[config.mk]
export PLATFORM = sky130hd
export DESIGN_NAME = line_box_downscaler_unit_flat
export DESIGN_NICKNAME = d
export VERILOG_FILES = /design/src/design/lbd_pkg.sv /design/src/design/lbd_in_if.sv /design/src/design/lbd_out_if.sv /design/src/design/line_box_downscaler_unit.sv /design/src/design/lbd_div.sv /design/src/design/lbd_ctrl.sv /design/src/design/lbd_dpath.sv /design/src/flat_wrapper.sv
export VERILOG_INCLUDE_DIRS = /design/src /design/src/design
export SDC_FILE = /design/constraint.sdc
export NUM_CORES = 1
export LEC_CHECK = 0
export ABC_AREA = 1
export BUFFER_PORTS_ARGS = -buffer_cell sky130_fd_sc_hd__buf_2
export CORE_UTILIZATION = 37
export DETAILED_ROUTE_END_ITERATION = 6
export PLACE_DENSITY_LB_ADDON = 0.2
export REMOVE_ABC_BUFFERS = 1
export SYNTH_ARGS = -nofsm -noshare
export SYNTH_HDL_FRONTEND = slang
export SYNTH_SLANG_ARGS = --single-unit
[constraint.sdc]
create_clock -name clk -period 5 [get_ports clk]
set_clock_uncertainty 0.15 [all_clocks]
set_input_delay 1 -clock clk [delete_from_list [all_inputs] [get_ports clk]]
set_output_delay 1 -clock clk [all_outputs]
set_load 0.02 [all_outputs]
[src/design/assert_macros.svh]
// Assertion macros shared by the line box downscaler RTL.
`ifndef ASSERT_MACROS_SVH
`define ASSERT_MACROS_SVH

// Same-cycle implication, held off during reset.
`define LBD_ASSERT_IMPL(label, clk_sig, rst_n_sig, ante, cons) \
	label: assert property (@(posedge clk_sig) disable iff (!rst_n_sig) (ante) |-> (cons)) \
	else $error("line box downscaler: same-cycle check failed");

// Next-cycle implication, held off during reset.
`define LBD_ASSERT_NEXT(label, clk_sig, rst_n_sig, ante, cons) \
	label: assert property (@(posedge clk_sig) disable iff (!rst_n_sig) (ante) |=> (cons)) \
	else $error("line box downscaler: next-cycle check failed");

`endif

[src/design/lbd_pkg.sv]
// Shared constants and controller/datapath types for the line box downscaler.
package lbd_pkg;

	// Default values for the top-level parameters
	localparam int PIXEL_BITS_DEF    = 16;
	localparam int FRAC_BITS_DEF     = 8;
	localparam int MAX_OUT_WIDTH_DEF = 4096;

	// Fixed field and register widths
	localparam int PIX_W       = 16;
	localparam int COORD_W     = 16;
	localparam int OUT_WIDTH_W = 13;
	localparam int CFG_DATA_W  = 16;
	localparam int CFG_IDX_W   = 2;

	// Register indexes
	localparam logic [CFG_IDX_W-1:0] REG_START_X   = 2'd0;
	localparam logic [CFG_IDX_W-1:0] REG_ZOOM_STEP = 2'd1;
	localparam logic [CFG_IDX_W-1:0] REG_OUT_WIDTH = 2'd2;

	// Register reset values
	localparam logic [COORD_W-1:0]     START_X_RESET   = 16'd0;
	localparam logic [COORD_W-1:0]     ZOOM_STEP_RESET = 16'd256;
	localparam logic [OUT_WIDTH_W-1:0] OUT_WIDTH_RESET = 13'd512;

	// Commands from controller to datapath
	typedef struct packed {
		logic capture;   // take the input item
		logic open;      // latch line settings
		logic add;       // add pixel into the window sum if it lies inside
		logic div_start; // start the window mean division
		logic emit;      // load the output register and advance
		logic finish;    // advance the input index, close line on line_end
		logic phase;     // 0: limit is the index, 1: index plus one
	} lbd_cmd_t;

	// Status from datapath to controller
	typedef struct packed {
		logic line_open;
		logic avg_mode;
		logic emit_cond;
		logic nonempty;
		logic div_done;
		logic out_free;
	} lbd_stat_t;

endpackage

[src/design/lbd_in_if.sv]
// Input pixel channel: valid/ready handshake with one line pixel per item.
interface lbd_in_if;
	import lbd_pkg::*;

	logic             valid;
	logic             ready;
	logic [PIX_W-1:0] in_pixel;
	logic             line_end;

	modport source (output valid, output in_pixel, output line_end, input ready);
	modport sink   (input valid, input in_pixel, input line_end, output ready);
endinterface

[src/design/lbd_out_if.sv]
// Output pixel channel: valid/ready handshake with one resampled pixel per item.
interface lbd_out_if;
	import lbd_pkg::*;

	logic             valid;
	logic             ready;
	logic [PIX_W-1:0] out_pixel;
	logic             empty_window;
	logic             last_out;

	modport source (output valid, output out_pixel, output empty_window, output last_out,
		input ready);
	modport sink   (input valid, input out_pixel, input empty_window, input last_out,
		output ready);
endinterface

[src/design/line_box_downscaler_unit.sv]
// Top level of the line box downscaler: controller, datapath and checks.
//
// Resamples one image line to out_width pixels. With a step below 1.5 each
// output copies the input pixel at floor(start_x + 0.5 + k*step); with a larger
// step each output is the truncated mean of the inputs since the previous window
// end. Input items are taken one at a time: each item is accepted, then checked
// against the window end, in averaging mode both before and after the pixel is
// added; the first pixel of a line first latches the line settings, and each
// result passes through the emit step, for a non-empty averaging window after the
// mean divider, which yields one quotient bit per cycle. Results wait in a single
// output register; while it is full and not taken, the next result holds the
// sequencer. Registers written mid-line take effect at the next line.
`include "assert_macros.svh"

module line_box_downscaler_unit #(
	parameter int PIXEL_BITS    = lbd_pkg::PIXEL_BITS_DEF,
	parameter int FRAC_BITS     = lbd_pkg::FRAC_BITS_DEF,
	parameter int MAX_OUT_WIDTH = lbd_pkg::MAX_OUT_WIDTH_DEF
) (
	input  logic                           clk,
	input  logic                           arst_n,
	input  logic                           cfg_write_en,
	input  logic [lbd_pkg::CFG_IDX_W-1:0]  cfg_index,
	input  logic [lbd_pkg::CFG_DATA_W-1:0] cfg_data,
	lbd_in_if.sink                         line_pixels,
	lbd_out_if.source                      scaled_pixels
);
	import lbd_pkg::*;

	lbd_cmd_t  cmd;
	lbd_stat_t stat;
	logic      ctrl_ready;

	// Sequencer
	lbd_ctrl u_ctrl (
		.clk      (clk),
		.arst_n   (arst_n),
		.in_valid (line_pixels.valid),
		.in_ready (ctrl_ready),
		.stat     (stat),
		.cmd      (cmd)
	);

	assign line_pixels.ready = ctrl_ready;

	// Datapath
	lbd_dpath #(
		.PIXEL_BITS    (PIXEL_BITS),
		.FRAC_BITS     (FRAC_BITS),
		.MAX_OUT_WIDTH (MAX_OUT_WIDTH)
	) u_dpath (
		.clk           (clk),
		.arst_n        (arst_n),
		.cfg_write_en  (cfg_write_en),
		.cfg_index     (cfg_index),
		.cfg_data      (cfg_data),
		.in_pixel      (line_pixels.in_pixel),
		.line_end      (line_pixels.line_end),
		.cmd           (cmd),
		.stat          (stat),
		.scaled_pixels (scaled_pixels)
	);

	// Checks
	`LBD_ASSERT_IMPL(a_emit_slot_free, clk, arst_n, cmd.emit, stat.out_free)
	`LBD_ASSERT_IMPL(a_div_nonempty, clk, arst_n, cmd.div_start, stat.avg_mode && stat.nonempty)
	`LBD_ASSERT_NEXT(a_div_busy, clk, arst_n, cmd.div_start, !stat.div_done)
	`LBD_ASSERT_IMPL(a_ready_quiet, clk, arst_n, line_pixels.ready, !cmd.emit && stat.div_done)
endmodule

[src/design/lbd_div.sv]
// Restoring divider, one quotient bit per cycle, for the window mean.
module lbd_div #(
	parameter int NUM_BITS = 24,
	parameter int DEN_BITS = 9
) (
	input  logic                clk,
	input  logic                arst_n,
	input  logic                start,
	input  logic [NUM_BITS-1:0] dividend,
	input  logic [DEN_BITS-1:0] divisor,
	output logic                done,
	output logic [NUM_BITS-1:0] quotient
);
	localparam int ITER_BITS = $clog2(NUM_BITS + 1);

	logic [ITER_BITS-1:0] iter_q;
	logic [NUM_BITS-1:0]  quo_q;
	logic [DEN_BITS-1:0]  rem_q;
	logic [DEN_BITS-1:0]  den_q;
	logic [DEN_BITS:0]    trial;
	logic [DEN_BITS:0]    diff;
	logic                 fits;

	// Trial subtraction of the shifted partial remainder
	always_comb begin
		trial = {rem_q, quo_q[NUM_BITS-1]};
		diff  = trial - {1'b0, den_q};
		fits  = trial >= {1'b0, den_q};
	end

	// Iteration counter
	always_ff @(posedge clk or negedge arst_n) begin
		if (!arst_n) begin
			iter_q <= '0;
		end else if (start) begin
			iter_q <= ITER_BITS'(NUM_BITS);
		end else if (iter_q != '0) begin
			iter_q <= iter_q - ITER_BITS'(1);
		end
	end

	// Dividend shifts out as quotient bits shift in
	always_ff @(posedge clk) begin
		if (start) begin
			quo_q <= dividend;
			rem_q <= '0;
			den_q <= divisor;
		end else if (iter_q != '0) begin
			quo_q <= {quo_q[NUM_BITS-2:0], fits};
			rem_q <= fits ? diff[DEN_BITS-1:0] : trial[DEN_BITS-1:0];
		end
	end

	assign done     = (iter_q == '0);
	assign quotient = quo_q;
endmodule

[src/design/lbd_ctrl.sv]
// Sequencer for the line box downscaler: one input item at a time.
module lbd_ctrl (
	input  logic              clk,
	input  logic              arst_n,
	input  logic              in_valid,
	output logic              in_ready,
	input  lbd_pkg::lbd_stat_t stat,
	output lbd_pkg::lbd_cmd_t  cmd
);
	import lbd_pkg::*;

	localparam logic [2:0] ST_IDLE = 3'd0;
	localparam logic [2:0] ST_OPEN = 3'd1;
	localparam logic [2:0] ST_TEST = 3'd2;
	localparam logic [2:0] ST_DIV  = 3'd3;
	localparam logic [2:0] ST_EMIT = 3'd4;

	logic [2:0] state_q;
	logic [2:0] state_d;
	logic       phase_q;
	logic       phase_d;

	// Next state and commands
	always_comb begin
		state_d   = state_q;
		phase_d   = phase_q;
		cmd       = '0;
		cmd.phase = phase_q;
		in_ready  = (state_q == ST_IDLE);
		case (state_q)
			ST_IDLE: begin
				if (in_valid) begin
					cmd.capture = 1'b1;
					phase_d     = 1'b0;
					state_d     = stat.line_open ? ST_TEST : ST_OPEN;
				end
			end
			ST_OPEN: begin
				cmd.open = 1'b1;
				state_d  = ST_TEST;
			end
			ST_TEST: begin
				if (stat.emit_cond) begin
					if (stat.avg_mode && stat.nonempty) begin
						cmd.div_start = 1'b1;
						state_d       = ST_DIV;
					end else begin
						state_d = ST_EMIT;
					end
				end else if (stat.avg_mode && !phase_q) begin
					// sample goes into the window, then windows ending one later
					cmd.add = 1'b1;
					phase_d = 1'b1;
				end else begin
					cmd.finish = 1'b1;
					phase_d    = 1'b0;
					state_d    = ST_IDLE;
				end
			end
			ST_DIV: begin
				if (stat.div_done) begin
					state_d = ST_EMIT;
				end
			end
			ST_EMIT: begin
				if (stat.out_free) begin
					cmd.emit = 1'b1;
					state_d  = ST_TEST;
				end
			end
			default: begin
				state_d = ST_IDLE;
			end
		endcase
	end

	// State registers
	always_ff @(posedge clk or negedge arst_n) begin
		if (!arst_n) begin
			state_q <= ST_IDLE;
			phase_q <= 1'b0;
		end else begin
			state_q <= state_d;
			phase_q <= phase_d;
		end
	end
endmodule

[src/design/lbd_dpath.sv]
// Datapath: registers, line state, position tracking, window sum and output register.
module lbd_dpath #(
	parameter int PIXEL_BITS    = lbd_pkg::PIXEL_BITS_DEF,
	parameter int FRAC_BITS     = lbd_pkg::FRAC_BITS_DEF,
	parameter int MAX_OUT_WIDTH = lbd_pkg::MAX_OUT_WIDTH_DEF
) (
	input  logic                           clk,
	input  logic                           arst_n,
	input  logic                           cfg_write_en,
	input  logic [lbd_pkg::CFG_IDX_W-1:0]  cfg_index,
	input  logic [lbd_pkg::CFG_DATA_W-1:0] cfg_data,
	input  logic [lbd_pkg::PIX_W-1:0]      in_pixel,
	input  logic                           line_end,
	input  lbd_pkg::lbd_cmd_t              cmd,
	output lbd_pkg::lbd_stat_t             stat,
	lbd_out_if.source                      scaled_pixels
);
	import lbd_pkg::*;

	localparam int CNT_BITS = $clog2(MAX_OUT_WIDTH + 1);
	localparam int POS_BITS = FRAC_BITS + 17 + $clog2(MAX_OUT_WIDTH);
	localparam int INT_BITS = POS_BITS - FRAC_BITS;
	localparam int IDX_BITS = INT_BITS + 1;
	localparam int SUM_BITS = PIXEL_BITS + COORD_W - FRAC_BITS;
	localparam int DIV_BITS = COORD_W + 1 - FRAC_BITS;

	localparam logic [COORD_W-1:0]  MIN_STEP   = COORD_W'((1 << FRAC_BITS) >> 4);
	localparam logic [COORD_W:0]    AVG_THRESH = (COORD_W + 1)'(3 << (FRAC_BITS - 1));
	localparam logic [POS_BITS-1:0] HALF_STEP  = POS_BITS'(1) << (FRAC_BITS - 1);
	localparam logic [CNT_BITS-1:0] MAX_WIDTH  = CNT_BITS'(MAX_OUT_WIDTH);

	// Configuration registers
	logic [COORD_W-1:0]     start_x_q;
	logic [COORD_W-1:0]     zoom_step_q;
	logic [OUT_WIDTH_W-1:0] out_width_q;

	// Line state
	logic                  line_open_q;
	logic                  avg_q;
	logic [COORD_W-1:0]    step_q;
	logic [CNT_BITS-1:0]   width_q;
	logic [INT_BITS-1:0]   window_start_q;
	logic [POS_BITS-1:0]   next_pos_q;
	logic [SUM_BITS-1:0]   sum_q;
	logic [CNT_BITS-1:0]   count_q;
	logic [IDX_BITS-1:0]   index_q;

	// Current item
	logic [PIXEL_BITS-1:0] pixel_q;
	logic                  line_end_q;

	// Output register
	logic                  out_valid_q;
	logic [PIX_W-1:0]      out_pixel_q;
	logic                  empty_q;
	logic                  last_q;

	// Derived values
	logic [POS_BITS-1:0]   base;
	logic [POS_BITS-1:0]   base_back;
	logic [COORD_W-1:0]    open_step;
	logic [CNT_BITS-1:0]   open_width;
	logic                  open_avg;
	logic [INT_BITS-1:0]   open_wstart;
	logic [INT_BITS-1:0]   win_end;
	logic [IDX_BITS:0]     limit;
	logic                  count_room;
	logic                  nonempty;
	logic                  in_window;
	logic [DIV_BITS-1:0]   divisor;
	logic [SUM_BITS-1:0]   quotient;
	logic                  div_done;
	logic [PIXEL_BITS-1:0] emit_val;
	logic [CNT_BITS:0]     count_next;

	// Register writes
	always_ff @(posedge clk or negedge arst_n) begin
		if (!arst_n) begin
			start_x_q   <= START_X_RESET;
			zoom_step_q <= ZOOM_STEP_RESET;
			out_width_q <= OUT_WIDTH_RESET;
		end else if (cfg_write_en) begin
			case (cfg_index)
				REG_START_X:   start_x_q   <= cfg_data[COORD_W-1:0];
				REG_ZOOM_STEP: zoom_step_q <= cfg_data[COORD_W-1:0];
				REG_OUT_WIDTH: out_width_q <= cfg_data[OUT_WIDTH_W-1:0];
				default: ;
			endcase
		end
	end

	// Line settings taken at the first pixel
	always_comb begin
		base        = POS_BITS'(start_x_q) << FRAC_BITS;
		open_step   = (zoom_step_q < MIN_STEP) ? MIN_STEP : zoom_step_q;
		open_width  = (32'(out_width_q) > 32'(MAX_OUT_WIDTH)) ? MAX_WIDTH
			: CNT_BITS'(out_width_q);
		open_avg    = {1'b0, open_step} >= AVG_THRESH;
		base_back   = base - POS_BITS'(open_step);
		open_wstart = (base >= POS_BITS'(open_step)) ? base_back[POS_BITS-1:FRAC_BITS] : '0;
	end

	// Window end against the current limit
	always_comb begin
		win_end    = next_pos_q[POS_BITS-1:FRAC_BITS];
		limit      = {1'b0, index_q} + (IDX_BITS + 1)'(cmd.phase);
		count_room = count_q < width_q;
		nonempty   = win_end > window_start_q;
		in_window  = (IDX_BITS'(window_start_q) <= index_q) && count_room;
		divisor    = DIV_BITS'(win_end - window_start_q);
		count_next = {1'b0, count_q} + (CNT_BITS + 1)'(1);
		if (!avg_q) begin
			emit_val = pixel_q;
		end else if (nonempty) begin
			emit_val = PIXEL_BITS'(quotient);
		end else begin
			emit_val = '0;
		end
	end

	// Window mean
	lbd_div #(
		.NUM_BITS (SUM_BITS),
		.DEN_BITS (DIV_BITS)
	) u_div (
		.clk      (clk),
		.arst_n   (arst_n),
		.start    (cmd.div_start),
		.dividend (sum_q),
		.divisor  (divisor),
		.done     (div_done),
		.quotient (quotient)
	);

	// Item capture
	always_ff @(posedge clk) begin
		if (cmd.capture) begin
			pixel_q    <= PIXEL_BITS'(in_pixel);
			line_end_q <= line_end;
		end
	end

	// Line state updates
	always_ff @(posedge clk or negedge arst_n) begin
		if (!arst_n) begin
			line_open_q    <= 1'b0;
			avg_q          <= 1'b0;
			step_q         <= MIN_STEP;
			width_q        <= '0;
			window_start_q <= '0;
			next_pos_q     <= '0;
			sum_q          <= '0;
			count_q        <= '0;
			index_q        <= '0;
		end else begin
			if (cmd.open) begin
				line_open_q    <= 1'b1;
				avg_q          <= open_avg;
				step_q         <= open_step;
				width_q        <= open_width;
				window_start_q <= open_avg ? open_wstart : '0;
				next_pos_q     <= open_avg ? base : base + HALF_STEP;
				sum_q          <= '0;
				count_q        <= '0;
				index_q        <= '0;
			end
			if (cmd.add && in_window) begin
				sum_q <= sum_q + SUM_BITS'(pixel_q);
			end
			if (cmd.emit) begin
				count_q    <= count_q + CNT_BITS'(1);
				next_pos_q <= next_pos_q + POS_BITS'(step_q);
				if (avg_q) begin
					sum_q <= '0;
					if (nonempty) begin
						window_start_q <= win_end;
					end
				end
			end
			if (cmd.finish) begin
				// index saturates on very long lines
				if (index_q != '1) begin
					index_q <= index_q + IDX_BITS'(1);
				end
				if (line_end_q) begin
					line_open_q    <= 1'b0;
					avg_q          <= 1'b0;
					step_q         <= MIN_STEP;
					width_q        <= '0;
					window_start_q <= '0;
					next_pos_q     <= '0;
					sum_q          <= '0;
					count_q        <= '0;
					index_q        <= '0;
				end
			end
		end
	end

	// Output register valid
	always_ff @(posedge clk or negedge arst_n) begin
		if (!arst_n) begin
			out_valid_q <= 1'b0;
		end else if (cmd.emit) begin
			out_valid_q <= 1'b1;
		end else if (scaled_pixels.ready) begin
			out_valid_q <= 1'b0;
		end
	end

	// Output register payload
	always_ff @(posedge clk) begin
		if (cmd.emit) begin
			out_pixel_q <= PIX_W'(emit_val);
			empty_q     <= avg_q && !nonempty;
			last_q      <= (count_next == {1'b0, width_q});
		end
	end

	assign scaled_pixels.valid        = out_valid_q;
	assign scaled_pixels.out_pixel    = out_pixel_q;
	assign scaled_pixels.empty_window = empty_q;
	assign scaled_pixels.last_out     = last_q;

	// Status
	always_comb begin
		stat           = '0;
		stat.line_open = line_open_q;
		stat.avg_mode  = avg_q;
		stat.emit_cond = count_room && ((IDX_BITS + 1)'(win_end) <= limit);
		stat.nonempty  = nonempty;
		stat.div_done  = div_done;
		stat.out_free  = !out_valid_q || scaled_pixels.ready;
	end
endmodule

[src/flat_wrapper.sv]
// flat-port wrapper written by rule: the top's interface ports become plain ports
module line_box_downscaler_unit_flat import lbd_pkg::*;
#(
	parameter int PIXEL_BITS    = lbd_pkg::PIXEL_BITS_DEF,
	parameter int FRAC_BITS     = lbd_pkg::FRAC_BITS_DEF,
	parameter int MAX_OUT_WIDTH = lbd_pkg::MAX_OUT_WIDTH_DEF
)
  (clk, arst_n, cfg_write_en, cfg_index, cfg_data, line_pixels_valid, line_pixels_in_pixel, line_pixels_line_end, line_pixels_ready, scaled_pixels_valid, scaled_pixels_out_pixel, scaled_pixels_empty_window, scaled_pixels_last_out, scaled_pixels_ready);
  lbd_in_if line_pixels_i ();
  lbd_out_if scaled_pixels_i ();
  input  logic clk;
  input  logic arst_n;
  input  logic cfg_write_en;
  input  logic [lbd_pkg::CFG_IDX_W-1:0] cfg_index;
  input  logic [lbd_pkg::CFG_DATA_W-1:0] cfg_data;
  input wire logic [$bits(line_pixels_i.valid)-1:0] line_pixels_valid;
  input wire logic [$bits(line_pixels_i.in_pixel)-1:0] line_pixels_in_pixel;
  input wire logic [$bits(line_pixels_i.line_end)-1:0] line_pixels_line_end;
  output wire logic [$bits(line_pixels_i.ready)-1:0] line_pixels_ready;
  output wire logic [$bits(scaled_pixels_i.valid)-1:0] scaled_pixels_valid;
  output wire logic [$bits(scaled_pixels_i.out_pixel)-1:0] scaled_pixels_out_pixel;
  output wire logic [$bits(scaled_pixels_i.empty_window)-1:0] scaled_pixels_empty_window;
  output wire logic [$bits(scaled_pixels_i.last_out)-1:0] scaled_pixels_last_out;
  input wire logic [$bits(scaled_pixels_i.ready)-1:0] scaled_pixels_ready;
  assign line_pixels_i.valid = line_pixels_valid;
  assign line_pixels_i.in_pixel = line_pixels_in_pixel;
  assign line_pixels_i.line_end = line_pixels_line_end;
  assign line_pixels_ready = line_pixels_i.ready;
  assign scaled_pixels_valid = scaled_pixels_i.valid;
  assign scaled_pixels_out_pixel = scaled_pixels_i.out_pixel;
  assign scaled_pixels_empty_window = scaled_pixels_i.empty_window;
  assign scaled_pixels_last_out = scaled_pixels_i.last_out;
  assign scaled_pixels_i.ready = scaled_pixels_ready;
  line_box_downscaler_unit #(.PIXEL_BITS(PIXEL_BITS), .FRAC_BITS(FRAC_BITS), .MAX_OUT_WIDTH(MAX_OUT_WIDTH)) u_core (.clk(clk), .arst_n(arst_n), .cfg_write_en(cfg_write_en), .cfg_index(cfg_index), .cfg_data(cfg_data), .line_pixels(line_pixels_i), .scaled_pixels(scaled_pixels_i));
endmodule
==> results list <==
- Yosys cell types: 61
- 60 I/O pins were placed.
- After synthesis the cells add up to 20120 µm².
* Static leakage: 10.56 nW
* Arrival @ worst endpoint: just under 5 ns
- The analysis attributes to net switching a power of 5.085 mW.
- Dominant cell by count in the synthesized netlist: sky130_fd_sc_hd__nand2_1
- CORE AREA: 53810 µm²
* First-pass GRT wire length: 91.81 mm
- Class of the most critical setup path: register to register
* Slowest stage cell, crit path: sky130_fd_sc_hd__buf_4
* Max_slew headroom: 28.65%
- Post-Synthesis Cells: around 2600
* Post-route worst setup slack: between 0.4 and 0.5 ns
- In this run the critical register-to-register path is launched from u_core.u_dpath.index_q[0]$_DFF_PN0_.
- For this run, the slowest stage of the critical path takes 0.45 ns.
- In this run, the number of DRC markers left after iteration 0 of detailed routing was approximately 1300.
- After detailed placement, the design holds a cell count of 3304.
- Clock tree synthesis selected as its root buffer the cell sky130_fd_sc_hd__clkbuf_16.
- For this run, the leading register cell type out of synthesis is sky130_fd_sc_hd__dfrtp_1.
- Number of buffer cells added on primary ports: 59
- TritonCTS built the clock tree.
* Non-filler cells in the finished layout: 3371
- Number of synthesis warnings: 0
- After synthesis, the cell types taking the most area are sky130_fd_sc_hd__dfrtp_1, sky130_fd_sc_hd__nand2_1, sky130_fd_sc_hd__edfxtp_1.
- Die Height: 235.2 µm
- Maximum ir drop on the vdd rail: 0.2377 mV
* Switching Share: 42.84%
- In the final routing, the length of wire on met1 measures 26.97 mm.
- In this run the most critical hold path is launched from u_core.u_dpath.u_div.iter_q[4]$_DFFE_PN0P_.
- Fin crit period: between 4 and 5 ns
* Average cell area after synthesis: around 7.7 µm²
* Required time reported for the critical path endpoint: 5.33 ns
* Detailed-route wire length: 56.24 mm
* Least-Margin Pin Slew: 1.067 ns
- Final slew viol count: 0
- The critical path contains buffers and inverters numbering 2 combined.
- Combinational logic burns between 40% and 50% of the power.
- Standard cell area after detailed placement: 21030 µm²
* Final Hold Violating Endpoints: 0
* DR top layer: met4
- Share of the synthesized area in the top cell type: 26.87%
- Part of the Yosys area used for sequential elements: 38.31%
* Full die area: 55310 µm²
* Max-cap violations: 0
- Routed length per instance: 16.68 µm
* Max frequency: ~220 MHz
- The worst hold path belongs to the class register to register.
- Via count of the routed design: 17423
* Clock network fraction of design power: between 20% and 30%
- The worst setup path is launched from a register.
* Final setup fails: 0
- The tree built by TritonCTS fans out to 296 sinks.
- On the final layout, the worst hold slack is about 0.33 ns.
- Met3 WL post-DR: 2.525 mm
- Library cell with the largest summed area after synthesis: sky130_fd_sc_hd__dfrtp_1
- Power per unit of standard cell area: 532.3 nW/µm²
- Global-route usage over all layers: between 20% and 30%
* Critical path's top delay family: simple AND/OR/NAND/NOR gates
- Register-to-Register Path Depth: 23
* Share of flip-flops with an asynchronous set or reset after synthesis: around three quarters
- 0 antenna diodes ended up in the layout.
- Reg power frac: 32.5%
- Crit-path cells: ha_1 > ha_1 > nand2_1 > nor2_2 > nand2_1 > nor2_1 > inv_1 > nor2_1 > nand2_1 > xor2_1 > ha_1 > a21oi_1 > o21ai_0 > a21boi_0 > nor2_1 > nor2_1 > nand2_1 > nand2_1 > nand2_4 > nand4_4 > buf_4 > o21ai_0 > nor2_1
* Endpoint type of the worst setup path: register
- Clock Latency Late Sink: 0.56 ns
* Top cell types by occurrence after synthesis: sky130_fd_sc_hd__nand2_1, sky130_fd_sc_hd__inv_1, sky130_fd_sc_hd__nor2_1
- No sink is reached through more buffers than the 3 on the longest clock path.
* Ratio of final minimum period to clock period: 90.34%
* Via count of the first global-routing pass: 16984
- Counting the buffers created by CTS gives 37.
- DRC violations left: 0
- At the placement stage, the worst setup path has a slack of 0.4022 ns.
- Highest net fanout along the worst path: 47
- Of the cells placed in the final design, the portion with a size suffix greater than 1 is under 10%.
- Internal power comes to 6.784 mW.
- Entering global routing, the biggest net connects a little under 100 pins.
- For this run, the post-layout net count is roughly 2800.
* Total grt overflow: 0
- Row cnt: 85
* Critical Path Stages: 23
- Unrepaired setup endpoints after global routing: no
- After routing the design area is 22300 µm².
- The run finished with clean final reports.
* Metal2 WL: between 20 and 30 mm
- The worst hold path was traced through 2 stages.
* Number of flops mapped to enable cells by yosys: 68
- Initial standard-cell utilization of the core: between 30% and 40%
* Worst setup path startpoint: u_core.u_dpath.index_q[0]$_DFF_PN0_
* Clock transition at the register clock pins on the worst setup and hold paths after CTS: 0.06 ns
- Counting flops and latches in the post-synthesis netlist gives between 200 and 300.
- The number of antenna violations at the first check in global routing was 0.
- The floorplan step set the die width to 235.2 µm.
- Iteration count of the initial detailed-routing pass: 5
- Total half-perimeter wirelength after legalization and detailed placement: approximately 42 mm
* Routability cong.: around 0.93
* H-tree Lvls: 2
- The detail route stage leaves a number of antenna-violating nets equal to 0.
- The area growth from synthesis to layout is 10.83%.
- Ratio of routed vias to standard cells: 5.168
cell families (layout without fill, tap and decap cells):
group	count (synthesis)	in the layout	share of synthesized area [%]
simple gates	1061	1061	22.31
compound gates	577	577	16.17
buf+inv	414	470	8.266
flops	296	296	38.31
fa+ha+maj	159	159	10.04
xor+xnor	107	107	4.658
mux	5	5	0.2488
layer usage:
layer | vias up | track usage, %
met5 | - | 0
met4 | 0 | 5.443
met3 | 66 | 2.404
met2 | 367 | 33.33
met1 | 8206 | 29.10
li1 | 8784 | -
layout by cell type, fill, tap and decap left out, drive strengths merged, types with 20 or more instances in the layout:
cell type,Yosys,layout
a21oi,200,200
dfrtp,216,216
edfxtp,68,68
nor2,277,277
nand3,116,116
nor4,20,20
nand2,557,557
buf,40,76
ha,155,155
clkbuf,47,54
inv,326,330
nand4,38,38
o21ai,277,277
xor2,91,91
nor3,33,33
metrics by stage:
step	util [%]	total power [mW]	TNS, ns
after CTS	41.41	11.95	0
final	41.43	11.87	0
after global routing	41.43	12.90	0
after detailed placement	39.07	9.111	0
after global placement	39.07	8.994	0
after floorplan	-	7.515	-3.154
tightest hold or removal path: stages, from the launching register on:
cell                      delay [ns]
sky130_fd_sc_hd__dfrtp_1        0.34
sky130_fd_sc_hd__nand2_1        0.05
sky130_fd_sc_hd__nand2_1        0.05
flip-flops by register name, summed over array words and instances (netlist names):
register,cells
u_core.u_ctrl.state_q,3
u_core.u_dpath.step_q,16
u_core.u_dpath.out_width_q,13
u_core.u_ctrl.phase_q,1
u_core.u_dpath.scaled_pixels.valid,1
u_core.u_dpath.index_q,30
u_core.u_dpath.scaled_pixels.empty_window,1
u_core.u_dpath.scaled_pixels.last_out,1
u_core.u_dpath.zoom_step_q,16
u_core.u_dpath.avg_q,1
u_core.u_dpath.count_q,13
u_core.u_dpath.line_end_q,1
u_core.u_dpath.window_start_q,29
u_core.u_dpath.pixel_q,16
u_core.u_dpath.u_div.den_q,9
u_core.u_dpath.u_div.quotient,24
u_core.u_dpath.scaled_pixels.out_pixel,16
u_core.u_dpath.u_div.rem_q,9
u_core.u_dpath.line_open_q,1
u_core.u_dpath.next_pos_q,37
u_core.u_dpath.width_q,13
u_core.u_dpath.start_x_q,16
u_core.u_dpath.u_div.iter_q,5
u_core.u_dpath.sum_q,24
cell type report:
| type | instances | area (µm²) |
|---|---|---|
| Clock buffer | 54 | 1102 |
| Clock inverter | 13 | 158.9 |
| Fill cell | 5498 | 31520 |
| Inverter | 327 | 1227 |
| Multi-Input combinational cell | 1909 | 10770 |
| Sequential cell | 296 | 7706 |
| Tap cell | 696 | 870.8 |
| Timing Repair Buffer | 76 | 457.9 |
final timing paths:
path	slack (ns)	end
worst max-delay path	0.48	u_core.u_dpath.window_start_q[28]$_DFF_PN0_
worst min register to register	0.33	u_core.u_dpath.u_div.iter_q[4]$_DFFE_PN0P_
worst min-delay path	0.33	u_core.u_dpath.u_div.iter_q[4]$_DFFE_PN0P_
min in group asynchronous	0.35	u_core.u_dpath.out_width_q[11]$_DFFE_PN0P_
worst max register to register	0.48	u_core.u_dpath.window_start_q[28]$_DFF_PN0_
max in group asynchronous	3.25	u_core.u_dpath.window_start_q[27]$_DFF_PN0_
power by group through the flow:
stage	registers, mW	clock network, mW	logic, mW
after global routing	3.95	2.95	6.01
after detailed placement	3.89	0	5.22
final	3.86	2.77	5.23
after global placement	3.89	0	5.11
after CTS	3.86	2.85	5.25
after floorplan	3.69	0	3.83
what timing repair did:
item / in CTS / in global routing
setup buffers: 0 / 0
setup endpoints to repair: 0 / 93
hold buffers: 0 / 0
resized for setup: 0 / 2
No activity file was read; power rests on OpenSTA's default activity.
